[src/hw/rtl/pcasr_pkg.sv]
// pcasr_pkg: shared types, constants and helpers for the PCA shape reconstruction block.
// Used by every module under hw/rtl; no dependencies.
`timescale 1ns / 1ps
package pcasr_pkg;

  // Default sizing
  localparam int MAX_COMPONENTS_DEF   = 32;
  localparam int MAX_VERTICES_DEF     = 16384;
  localparam int NUM_MEASUREMENTS_DEF = 7;

  // Field widths
  localparam int DATA_W    = 32;
  localparam int ROW_W     = 16;
  localparam int COL_W     = 5;
  localparam int KIND_W    = 3;
  localparam int IN_DATA_W = 56;  // row, col, value packed, padded to bytes
  localparam int OUT_DATA_W = 96;

  // Configuration registers
  localparam int REG_COUNT = 8;
  localparam int REG_W     = 11;
  localparam int CFG_IDX_W = 4;
  localparam logic [2:0] REG_HEIGHT = 3'd7;
  localparam logic [REG_W-1:0] REG_RESET [REG_COUNT] = '{
    11'd906, 11'd867, 11'd812, 11'd952, 11'd385, 11'd771, 11'd377, 11'd1740};
  localparam logic [REG_W-1:0] REG_MASK [REG_COUNT] = '{
    11'h7FF, 11'h3FF, 11'h7FF, 11'h7FF, 11'h1FF, 11'h3FF, 11'h3FF, 11'h7FF};

  // Datapath widths
  localparam int RATIO_W = 27;  // measurement / height, unsigned Q11.16
  localparam int WPROD_W = 60;  // weight times ratio
  localparam int SUM_W   = 64;
  localparam int ACC_W   = 56;  // sum of up to 32 floored Q16.16 products plus mean
  localparam int S_W     = 38;  // clamped pre-scale value; beyond it the output saturates
  localparam int P_W     = 50;  // clamped value times height
  localparam int DIV_NW  = 27;  // measurement shifted up by 16
  localparam int DIV_DW  = 11;
  localparam int FLOOR_BIAS = 9;

  // Floor division by ten: x = hi * 2^16 + lo and 2^16 = 6553 * 10 + 6
  localparam int QX_W      = 35;  // clamped dividend; anything larger saturates anyway
  localparam int QT_W      = 22;  // 6 * hi + lo
  localparam int QP_W      = 47;  // QT_W times the 25-bit reciprocal
  localparam int DIV10_HI  = 6553;
  localparam int DIV10_REM = 6;
  localparam int DIV10_RCP = 26843546;  // ceil(2^28 / 10)
  localparam int DIV10_SH  = 28;

  // Input item kinds
  typedef enum logic [KIND_W-1:0] {
    KIND_WEIGHT = 3'd0,
    KIND_OFFSET = 3'd1,
    KIND_BASIS  = 3'd2,
    KIND_MEAN   = 3'd3,
    KIND_QUERY  = 3'd4
  } kind_t;

  // Query sequencer states
  typedef enum logic [4:0] {
    S_IDLE, S_RATIO_GO, S_RATIO_WAIT,
    S_W_RD, S_W_MUL, S_W_ACC, S_E_RD, S_E_ADD,
    S_B_RD, S_B_MUL, S_B_ACC,
    S_M_RD, S_M_ADD, S_H_MUL, S_Q_GO, S_Q_WAIT, S_OUT
  } state_t;

  // Clamp a signed 64-bit value to 32 bits
  function automatic logic signed [DATA_W-1:0] sat32(input logic signed [63:0] v);
    logic signed [DATA_W-1:0] r;
    if (v > 64'sh0000_0000_7FFF_FFFF) begin
      r = 32'sh7FFF_FFFF;
    end else if (v < -64'sh0000_0000_8000_0000) begin
      r = 32'sh8000_0000;
    end else begin
      r = v[DATA_W-1:0];
    end
    return r;
  endfunction

endpackage

[src/hw/rtl/pcasr_div.sv]
// pcasr_div: bit-serial restoring unsigned divider, one quotient bit per cycle.
// Depends on pcasr_pkg for default widths.
`timescale 1ns / 1ps
module pcasr_div #(
  parameter int NW = pcasr_pkg::DIV_NW,
  parameter int DW = pcasr_pkg::DIV_DW
) (
  input  logic          clk,
  input  logic          rst_n,
  input  logic          start,
  input  logic [NW-1:0] dividend,
  input  logic [DW-1:0] divisor,
  output logic          busy,
  output logic          done,
  output logic [NW-1:0] quotient
);
  localparam int CW = $clog2(NW + 1);

  logic [CW-1:0] cnt_r;
  logic          busy_r, done_r;
  logic [NW-1:0] quo_r;
  logic [DW-1:0] rem_r, dvs_r;
  logic [DW:0]   shifted, trial;
  logic          take;

  // One restoring step
  assign shifted = {rem_r, quo_r[NW-1]};
  assign trial   = shifted - {1'b0, dvs_r};
  assign take    = (shifted >= {1'b0, dvs_r});

  // Control
  always_ff @(posedge clk) begin
    if (!rst_n) begin
      busy_r <= 1'b0;
      done_r <= 1'b0;
      cnt_r  <= '0;
    end else begin
      done_r <= 1'b0;
      if (start) begin
        busy_r <= 1'b1;
        cnt_r  <= CW'(NW);
      end else if (busy_r) begin
        cnt_r <= cnt_r - 1'b1;
        if (cnt_r == CW'(1)) begin
          busy_r <= 1'b0;
          done_r <= 1'b1;
        end
      end
    end
  end

  // Remainder and quotient shift register
  always_ff @(posedge clk) begin
    if (start) begin
      quo_r <= dividend;
      rem_r <= '0;
      dvs_r <= divisor;
    end else if (busy_r) begin
      rem_r <= take ? trial[DW-1:0] : shifted[DW-1:0];
      quo_r <= {quo_r[NW-2:0], take};
    end
  end

  assign busy     = busy_r;
  assign done     = done_r;
  assign quotient = quo_r;
endmodule

[config.mk]
export PLATFORM = sky130hd
export DESIGN_NAME = pcasr_div
export DESIGN_NICKNAME = d
export VERILOG_FILES = /design/src/hw/rtl/pcasr_pkg.sv /design/src/hw/rtl/pcasr_div.sv
export SDC_FILE = /design/constraint.sdc
export NUM_CORES = 1
export LEC_CHECK = 0
export ABC_CLOCK_PERIOD_IN_PS = 2650
export BUFFER_PORTS_ARGS = -buffer_cell sky130_fd_sc_hd__buf_2
export CORE_MARGIN = 2
export CORE_UTILIZATION = 52
export DETAILED_ROUTE_END_ITERATION = 7
export PLACE_DENSITY = 0.78
export SYNTH_ARGS = -nofsm -noshare
export SYNTH_HDL_FRONTEND = slang
export SYNTH_SLANG_ARGS = --single-unit
[constraint.sdc]
create_clock -name clk -period 2.65 [get_ports clk]
set_clock_uncertainty 0.1 [all_clocks]
set_input_delay 0.265 -clock clk [delete_from_list [all_inputs] [get_ports clk]]
set_output_delay 0.265 -clock clk [all_outputs]
set_load 0.01 [all_outputs]
Word-level counts from Yosys, hierarchy flattened

Index checks and enable logic that the tools add are counted.

Flip-flop bits (word level): 56
Input port bits: 41
Output and inout port bits: 29
Word-level logic and storage cells: 25

$add $sub $neg: 2
Magnitude comparators: 1
Eq/ne operators: 1
Multiplexer cells: 9
Bitwise logic cells: 2
Reductions and logical operators: 3

Operator list:

| cell                | number |
|---|---|
| $mux 27             | 2 |
| $ge 12x11->1        | 1 |
| $mux 11             | 1 |
| $sub 11x11->11      | 1 |
| $mux 5              | 2 |
| $eq 5x1->1 const B  | 1 |
| $sub 5x1->5 const B | 1 |
| $mux 1              | 4 |
| $reduce_or 3->1     | 1 |
| $not 1->1           | 2 |
| $reduce_bool 2->1   | 1 |
| $reduce_or 2->1     | 1 |

Depth between registers and ports, before layout

Gate-level depths: netlist (run 1).

Depth after elaboration: 4
Gate-level depth with buffers: 11
Mapped depth without buffers: 9

Least setup slack after synthesis (run 1)

No wires, ideal clock.

Path type: reg-to-reg
Start point: register quo_r[26], in the netlist quotient[26]
End point: register rem_r[0]
Library setup time: 0.079 ns
Arrival time: 2.263 ns
Required time: 2.471 ns
Path slack: 0.208 ns
Cell stages (with the launch flop): 11
Buffers on the path: 1
Period minus slack after synthesis: 2.442 ns
Cells stage by stage: edfxtp_1 > inv_1 > ha_1 > fa_1 > and2b_1 > o31a_4 > o21ai_2 > a21o_1 > buf_6 > mux2_4 > a211oi_2

Word-level cells in the longest chain between the ends: 2
Elaborated cells on any way between the ends: 3
Classes of those cells: add/sub: 1; order compare: 1; mux: 1

RTL lines:

| what                                                  | RTL line                         | RTL |
|---|---|---|
| start, declared                                       | pcasr_div.sv:21                  | `logic [NW-1:0] quo_r;` |
| start signal, assigned                                | pcasr_div.sv:55                  | `quo_r <= dividend;` |
| start signal, assigned                                | pcasr_div.sv:60                  | `quo_r <= {quo_r[NW-2:0], take};` |
| $sub 11x11->11 / $ge 12x11->1 (equally long branches) | pcasr_div.sv:28, pcasr_div.sv:29 |  |
| $mux 11 *                                             | pcasr_div.sv:59                  | `rem_r <= take ? trial[DW-1:0] : shifted[DW-1:0];` |
| end signal, assigned                                  | pcasr_div.sv:59                  |  |
| end, declared                                         | pcasr_div.sv:22                  | `logic [DW-1:0] rem_r, dvs_r;` |

Every way passes the cells marked *; elsewhere a longest branch is shown, timed or not.
A chain may end at the register's enable or synchronous reset.

Worst setup path after layout (run 1)

Start point: register quo_r[26], in the netlist quotient[26]
End point: register rem_r[3]

Same word-level chain as after synthesis.

==> results of run 1 <==
-- placed cells by master, fill, tap and decap left out, drive strengths merged, types with 3 or more instances in the layout --
master	synthesis	routed
nand2	11	11
clkbuf	3	5
edfxtp	38	38
nand2b	4	4
o21ai	8	8
xnor2	3	3
xor2	7	7
a21oi	7	7
buf	6	74
a32oi	4	4
ha	13	13
mux2	28	28
nor2	24	24
inv	17	18
a211oi	3	3
o21a	4	4
o31ai	3	3
dfxtp	18	18
nor3	4	4
-- path summary, 6_finish.rpt --
check | end | cells after the start
max reg2reg | rem_r[3] | 9
max | rem_r[3] | 9
min | dvs_r[2] | 1
min reg2reg | rem_r[1] | 2
-- timing repair --
item / in CTS / in global routing
endpoints found under the setup margin: 0 / 12
resized for setup: 0 / 5
setup buffers: 0 / 0
hold buffers: 0 / 0
-- registers in the layout, indices dropped and copies added, names as in the netlist --
signal / count
busy: 1
cnt_r: 5
done: 1
dvs_r: 11
quotient: 27
rem_r: 11
-- cells by family (layout without fill, tap and decap cells) --
kind of cell    Yosys count  in the layout  synth area share [%]
compound gates           42             42                  11.5
xor+xnor                 10             10                  3.16
fa+ha+maj                14             14                  6.58
buf+inv                  26             99                  3.92
flops                    56             56                  54.1
mux                      28             28                  11.5
simple gates             54             54                  9.20
-- where the power goes --
part / switching (uW) / total, uW / internal (uW)
Clock: 293 / 483 / 190
Sequential: 42.6 / 1060 / 1020
Combinational: 192 / 364 / 172
Total: 527 / 1910 / 1380
-- layout make-up --
cell class	count	area share (%)
flip-flops and latches	56	45.3
repair buffers	74	11.7
clock inverters	3	0.680
well taps	70	2.64
multi-input cells	148	35.7
inverters	17	1.93
clock buffers	5	2.08
-- through the flow --
stage | cells | hold WS [ns] | worst slack (ns)
after global routing | 373 | 0.00184 | -0.0106
after global placement | 365 | 0.342 | 0.162
after floorplan | 230 | 0.264 | 0.208
after CTS | 373 | 0.00464 | 0.0340
final | 373 | 0.0165 | 0.120
after detailed placement | 365 | 0.343 | 0.0616
-- layer usage --
layer | share of wire (%) | vias to the layer above
li1 | - | 986
met1 | 42 | 952
met2 | 51 | 50
met3 | 4.9 | 9
met4 | 1.5 | 0
met5 | 0 | -
-- critical path, cell delays in order (launching register included) --
cell	delay [ns]
sky130_fd_sc_hd__edfxtp_1	0.35
sky130_fd_sc_hd__inv_1	0.06
sky130_fd_sc_hd__ha_1	0.23
sky130_fd_sc_hd__fa_2	0.35
sky130_fd_sc_hd__and2b_1	0.23
sky130_fd_sc_hd__o31a_4	0.15
sky130_fd_sc_hd__o21ai_2	0.08
sky130_fd_sc_hd__a21o_4	0.25
sky130_fd_sc_hd__or3_1	0.39
sky130_fd_sc_hd__a311oi_2	0.26
==> run summary, run 1 <==
The run finished with clean final reports. The final routed DRC violation total came out at 0. The root buffer cell chosen for the clock tree is sky130_fd_sc_hd__clkbuf_8.

Across the whole layout, storage elements account for 1500 um2. By startpoint and endpoint, the worst setup path is classified as reg -> reg. The synthesized area per cell was 12.1 um2; the minimum period implied by the final worst setup slack was 2.53 ns. Setup repair after global routing could not meet its margin everywhere. In the synthesized netlist, the number of instances is 230. The sum of routed wire length over all layers is 5620 um, and the total power divided by cell area is 576 nW/um2. In the final timing run, aggregate negative setup slack is 0 ns. For the met3 track utilization from global routing, the log shows 4.82%. The number of distinct standard cells referenced by the synthesized netlist came out at 42. Number of vias per cell after detailed routing: 5.35. The logs give 0 for the number of antenna violations at the first check in global routing and 0 for the synthesis warning total. The area of the multi-input gates came out at 1180 um2. The floorplan step defined a die boundary enclosing 5940 um2. Entering global routing, the biggest net connects 31 pins. The global-route wire length before repair is 9250 um. The filler cell count in the final layout came out at 427. The horizontal die dimension was 77.1 um; the post-synthesis sequential area ratio was 54.1%. VDD sags by at most 0.307 mV. TritonCTS built the clock tree.

The worst endpoint required time was 2.79 ns; the count of state elements after synthesis was 56. At the end of routability-driven placement, the weighted congestion stood at 0.912. The vertical die dimension works out to 77.1 um.

The worst register-to-register path begins at quotient[26]. The tools report the leftover overflow at the end of global routing as 0. In the synthesized netlist the dominant register cell turns out to be sky130_fd_sc_hd__edfxtp_1. Hold violation total from the final report: 0. The tools report the headroom to the max-slew limit as 58.3%. Across the run, the number of max-cap violations was 0. The proportion of register bits with asynchronous set or reset after synthesis works out to 0%. The logs give 0 for the antenna violation net count after detailed routing and 4 for the length of the first detailed-routing pass in iterations. The run gives 357 as the number of nets in the layout.

For the DRC violation total after the first TritonRoute iteration, the log shows 140. Yosys mapped a number of flops with a built-in enable equal to 38. Summing all placed instances gives a cell area of 3200 um2.

By instance count, the leading cell after synthesis is sky130_fd_sc_hd__edfxtp_1. The detailed router placed 1997 vias in this run. The critical hold path startpoint is divisor[2].

STA puts the critical path data arrival time at 2.67 ns. At the pin with the least slew margin, the transition time is 0.623 ns. The routed wirelength normalized by instance count works out to 15.1 um.

Input and output buffers added on the ports amount to 69. The final-report setup violation count came out at 0. The design draws 1910 uW. The largest fanout on the critical path was 8; the overall global routing resource usage was 20.1%. The area share of the largest cell type after synthesis is 41.1%, and the utilization after layout is 64.4%. Count of final max-slew check failures: 0.

The cell type with the highest aggregate area in the netlist was sky130_fd_sc_hd__edfxtp_1. Clock-pin slew was measured on the worst setup and hold paths at 0.10 ns. STA classifies the critical path endpoint as a flip-flop. In this run the standard cell core region covers 5140 um2. The maximum clock frequency was 395 MHz; the signed area change from the synthesized netlist to the final layout was 19.3%. The worst hold path belongs to the class in -> reg. For the count of boundary I/O pins, the log shows 70. Global-route layer with the greatest usage: met2.

When the netlist entered floorplanning its net count stood at 285. The leakage power of the design was 0.00142 uW. The area of the mapped netlist was 2780 um2; the largest buffer count on any clock path was 2.

CTS built an H-tree with a depth of 2. After synthesis, the cell types taking the most area are sky130_fd_sc_hd__edfxtp_1 (41%), sky130_fd_sc_hd__dfxtp_1 (13%), sky130_fd_sc_hd__mux2_2 (11%). After routing the design area is 3310 um2.

For this run, global-route usage on met1 was measured as 24.8%. The number of antenna diodes in the final layout is 0. The global-route met2 utilization was 34.8%; the number of cell rows was 26.

The worst setup path is launched from a flip-flop. For flop-to-flop paths, the worst setup slack is 0.12 ns. Via count of the first global-routing pass: 1945.

The final HPWL from detailed placement is 4110 um, and the fraction of final layout cells sized beyond drive strength 1 is 38.9%. For this configuration, the core starts out at a cell density of 54.0%. The clock net in this run drives a total of 56 sinks. The number of clock buffers added by TritonCTS is 5.

The most critical setup path has its startpoint at quotient[26]. The final cycle utilization of the critical path is 95.5%, and the later-pin clock latency in the skew report is 0.32 ns. Counting instances in the post-synthesis netlist gives the leading cell types as sky130_fd_sc_hd__edfxtp_1 (38), sky130_fd_sc_hd__mux2_2 (27), sky130_fd_sc_hd__nor2_1 (24), sky130_fd_sc_hd__dfxtp_1 (18), sky130_fd_sc_hd__inv_1 (17).
Note: power is estimated with default switching activity, not from simulation.
==> run 2, diff against run 1 <==
--- a/config.mk
+++ b/config.mk
@@ -5,12 +5,14 @@
 export SDC_FILE = /design/constraint.sdc
 export NUM_CORES = 1
 export LEC_CHECK = 0
+export ABC_AREA = 1
 export ABC_CLOCK_PERIOD_IN_PS = 2650
 export BUFFER_PORTS_ARGS = -buffer_cell sky130_fd_sc_hd__buf_2
 export CORE_MARGIN = 2
 export CORE_UTILIZATION = 52
 export DETAILED_ROUTE_END_ITERATION = 7
-export PLACE_DENSITY = 0.78
+export PLACE_DENSITY = 0.77
+export SKIP_CTS_REPAIR_TIMING = 1
 export SYNTH_ARGS = -nofsm -noshare
 export SYNTH_HDL_FRONTEND = slang
 export SYNTH_SLANG_ARGS = --single-unit
==> run 2 against run 1 <==
Utilization decreased by 3.2 points; area after synthesis increased by 12%; sequential cell count unchanged; synthesized cell count increased by 66%; highest routed layer unchanged; largest cell class unchanged; final cell count increased by 41%; worst hold slack improved by 0.010 ns; sequential share of layout area decreased by 3.4 points; non-clock buffer count decreased by 1; maximum frequency increased by 2.6%.
==> run summary, run 2 <==
The run finished with clean final reports. The first global-routing pass estimated 11000 um of wire. Sorting the synthesized cells by area gives the leading types as sky130_fd_sc_hd__edfxtp_1 (37%), sky130_fd_sc_hd__nand2_1 (18%), sky130_fd_sc_hd__dfxtp_1 (12%).

Count of final max-slew check failures: 0. The number of cell rows came out at 28. For the via count of the first global-routing pass, the log shows 2490. The final routed DRC violation total came out at 0.

Multiplexer cells account for 0% of the synthesized area. The proportion of register bits with asynchronous set or reset after synthesis was 0%. Dividing the final minimum period by the clock period gives 93.0%. The library cells used most frequently in the layout, excluding fill and tap cells, are sky130_fd_sc_hd__nand2_1 (151), sky130_fd_sc_hd__buf_2 (69), sky130_fd_sc_hd__inv_1 (53), sky130_fd_sc_hd__edfxtp_1 (38), sky130_fd_sc_hd__nand3_1 (26). Clock tree synthesis found a total of 56 sinks.

The logs give 4 for the length of the first detailed-routing pass in iterations and 131 for the DRC violation total after the first TritonRoute iteration. Compared with the post-synthesis result, the final layout area differs by 15.8%. The tightest hold path in the finished design has a slack of 0.0266 ns. From left edge to right edge, the die measures 81.2 um. The detail route stage leaves a number of antenna-violating nets equal to 0. The library cell used most frequently in the layout, excluding fill and tap cells, is sky130_fd_sc_hd__nand2_1. The port buffer count works out to 69. By instance count, the leading cell after synthesis is sky130_fd_sc_hd__nand2_1.

Of the total power, the share spent switching nets is 27.1%. The utilization after layout was 61.3%. For this design the ratio of total power to cell area is 515 nW/um2. Counting along the longest clock path gives a buffer depth of 2.

The tools report the starting density of the core as 52.9%. The synthesized netlist devotes 33.4% of its cell area to simple gates. The run gives 6660 um as the sum of routed wire length over all layers.

The fraction of final layout cells sized beyond drive strength 1 came out at 23.9%. The cell type with the highest aggregate area in the netlist is sky130_fd_sc_hd__edfxtp_1. The cell at the root of the clock tree is sky130_fd_sc_hd__clkbuf_8. Based on the critical path, the design can be clocked at up to 406 MHz. After synthesis, the largest family of logic cells by area is simple AND/OR/NAND/NOR gates. Summed over all layers, the global routing overflow is 0. Data arrives at the worst endpoint at 2.43 ns.

The H-tree was split into 2 levels. The largest fanout on the critical path came out at 12. Summing the sequential cell areas from Yosys gives 48.5% of the chip area.

In this run the power spent charging and discharging nets is 500 uW. The tools report the instance count after placement with tap cells included as 518. The count of flip-flops with a built-in enable after synthesis came out at 38. The clock transition at the registers of the reported paths is 0.09 ns, and the placer congestion estimate is 0.931.

The synthesized area per cell works out to 8.10 um2. Setup repair after global routing left no endpoint under its margin. Counting every net in the synthesized netlist gives 437.

The vertical die dimension is 81.2 um, and the largest net degree at the start of global routing is 42. The number of antenna violations at the first check in global routing came out at 0. The cell count of the worst hold path was 1; the post-route total power was 1850 uW. For the final routed database, the setup TNS stands at 0 ns. For the count of inserted antenna diode cells, the log shows 0.

The hold violation total from the final report was 0; the number of nets in the layout was 505. Using the TritonRoute via totals, the vias-per-cell ratio works out to 5.08. STA classifies the critical path endpoint as a flip-flop. Global routing used 21.6% of the available tracks across all layers.

The share of total power dissipated in combinational logic is 17.3%. The largest vdd supply drop was 0.347 mV. The later-pin clock latency in the skew report was 0.30 ns; the power share of the clock group was 25.9%. The synthesized netlist devotes 5.90% of its cell area to adder and majority cells.

The die covers 6590 um2. The region available for standard cell placement spans 5850 um2. The synthesis warning total is 0. The startpoint kind of the worst setup timing path is a flip-flop. Summing the areas of all compound-gate instances in the mapped netlist gives 2.02% of the synthesized area.

The area of the mapped netlist is 3100 um2, and the worst-case reg-to-reg path depth is 10. The tools report the final-report setup violation count as 0. Cell internal power dissipation: 1350 uW. Summing over every cut layer, the via total after detailed routing is 2671. Final HPWL from detailed placement: 4840 um. In this run the worst hold path is classified as in -> reg. In the synthesized netlist the dominant register cell turns out to be sky130_fd_sc_hd__edfxtp_1. TritonCTS built the clock tree. The number of standard cells after synthesis is 382, and the slew at the pin closest to its max-slew limit is 0.956 ns. Routed wirelength normalized by instance count: 12.7 um. The number of distinct standard cells referenced by the synthesized netlist was 32. In this run the count of I/O pins placed on the die edge is 70. The register with the most flip-flops in the layout has 27 of them. Clock tree synthesis inserted a total of 5 buffers. The worst endpoint required time is 2.62 ns. The leakage power of the design was 0.00187 uW; the count of state elements after synthesis was 56.

The synthesized netlist devotes 1.13% of its cell area to XOR and XNOR gates. In this run the tightest slew margin relative to its limit is 36.0%. The fraction of power consumed by sequential logic is 56.9%. The start-to-end type of the worst setup path is reg -> reg.

Summed over its instances, the top area cell type makes up 36.9% of the synthesized netlist area. The minimum period implied by the final worst setup slack is 2.47 ns, and the number of maximum-capacitance violations is 0. The tools report the filler-free cell count of the finished design as 526. Sorting the synthesized cells by how often they occur yields sky130_fd_sc_hd__nand2_1 (151), sky130_fd_sc_hd__inv_1 (53), sky130_fd_sc_hd__edfxtp_1 (38), sky130_fd_sc_hd__nand3_1 (26), sky130_fd_sc_hd__dfxtp_1 (18).
run 2: cell types whose count changed after synthesis, moves of 6 or more:
| cell | previous run | this run |
|---|---|---|
| sky130_fd_sc_hd__inv_1 | 17 | 53 |
| sky130_fd_sc_hd__mux2_2 | 27 | 0 |
| sky130_fd_sc_hd__nand2_1 | 11 | 151 |
| sky130_fd_sc_hd__nand2_2 | 0 | 12 |
| sky130_fd_sc_hd__nand3_1 | 1 | 26 |
| sky130_fd_sc_hd__nand3_2 | 0 | 6 |
| sky130_fd_sc_hd__nand4_1 | 2 | 14 |
| sky130_fd_sc_hd__nor2_1 | 24 | 14 |
run 2: per-layer routing:
layer	global-route usage [%]	up-vias	part of all wire (%)
met5	0	-	0
met4	9.15	0	2.8
met3	5.22	17	6.7
met2	34.2	97	46
met1	28.3	1209	45
li1	-	1348	-
run 2: cell type report:
cell class | count | area, um2
Clock inverter | 2 | 10.0
Sequential cell | 56 | 1500
Fill cell | 527 | 2270
Inverter | 55 | 206
Clock buffer | 6 | 82.6
Tap cell | 75 | 93.8
Multi-Input combinational cell | 259 | 1320
Timing Repair Buffer | 73 | 375
run 2: cell families after synthesis:
kind of cell,Yosys count
fa+ha+maj,14
simple gates,231
xor+xnor,4
compound gates,10
flops,56
buf+inv,67
run 2: critical path, cell delays in order (launching register included):
cell                       delay, ns
sky130_fd_sc_hd__edfxtp_1       0.40
sky130_fd_sc_hd__inv_1          0.10
sky130_fd_sc_hd__ha_1           0.20
sky130_fd_sc_hd__fa_1           0.22
sky130_fd_sc_hd__inv_1          0.07
sky130_fd_sc_hd__nand3_1        0.08
sky130_fd_sc_hd__nand3_2        0.12
sky130_fd_sc_hd__nand2_2        0.24
sky130_fd_sc_hd__nand4_2        0.44
sky130_fd_sc_hd__nand2_1        0.19
sky130_fd_sc_hd__nand2_1        0.07
run 2: worst paths after layout:
check        slack (ns)          end          from
min reg2reg        0.37    rem_r[10]     rem_r[10]
min                0.03     dvs_r[4]    divisor[4]
max                0.18  quotient[0]  quotient[26]
max reg2reg        0.18  quotient[0]  quotient[26]
run 2: power by group through the flow:
| stage | sequential, uW | clock [uW] | combinational [uW] |
|---|---|---|---|
| after floorplan | 1090 | 0 | 173 |
| after global placement | 1070 | 0 | 309 |
| after detailed placement | 1070 | 0 | 318 |
| after CTS | 1050 | 496 | 319 |
| after global routing | 1060 | 522 | 357 |
| final | 1050 | 477 | 319 |
run 2: stage by stage:
| stage | area (um2) | worst slack (ns) |
|---|---|---|
| detailed placement | 3490 | 0.253 |
| finish | 3580 | 0.185 |
| floorplan | 3100 | 0.684 |
| global placement | 3490 | 0.373 |
| CTS | 3580 | 0.196 |
| global route | 3580 | 0.0190 |
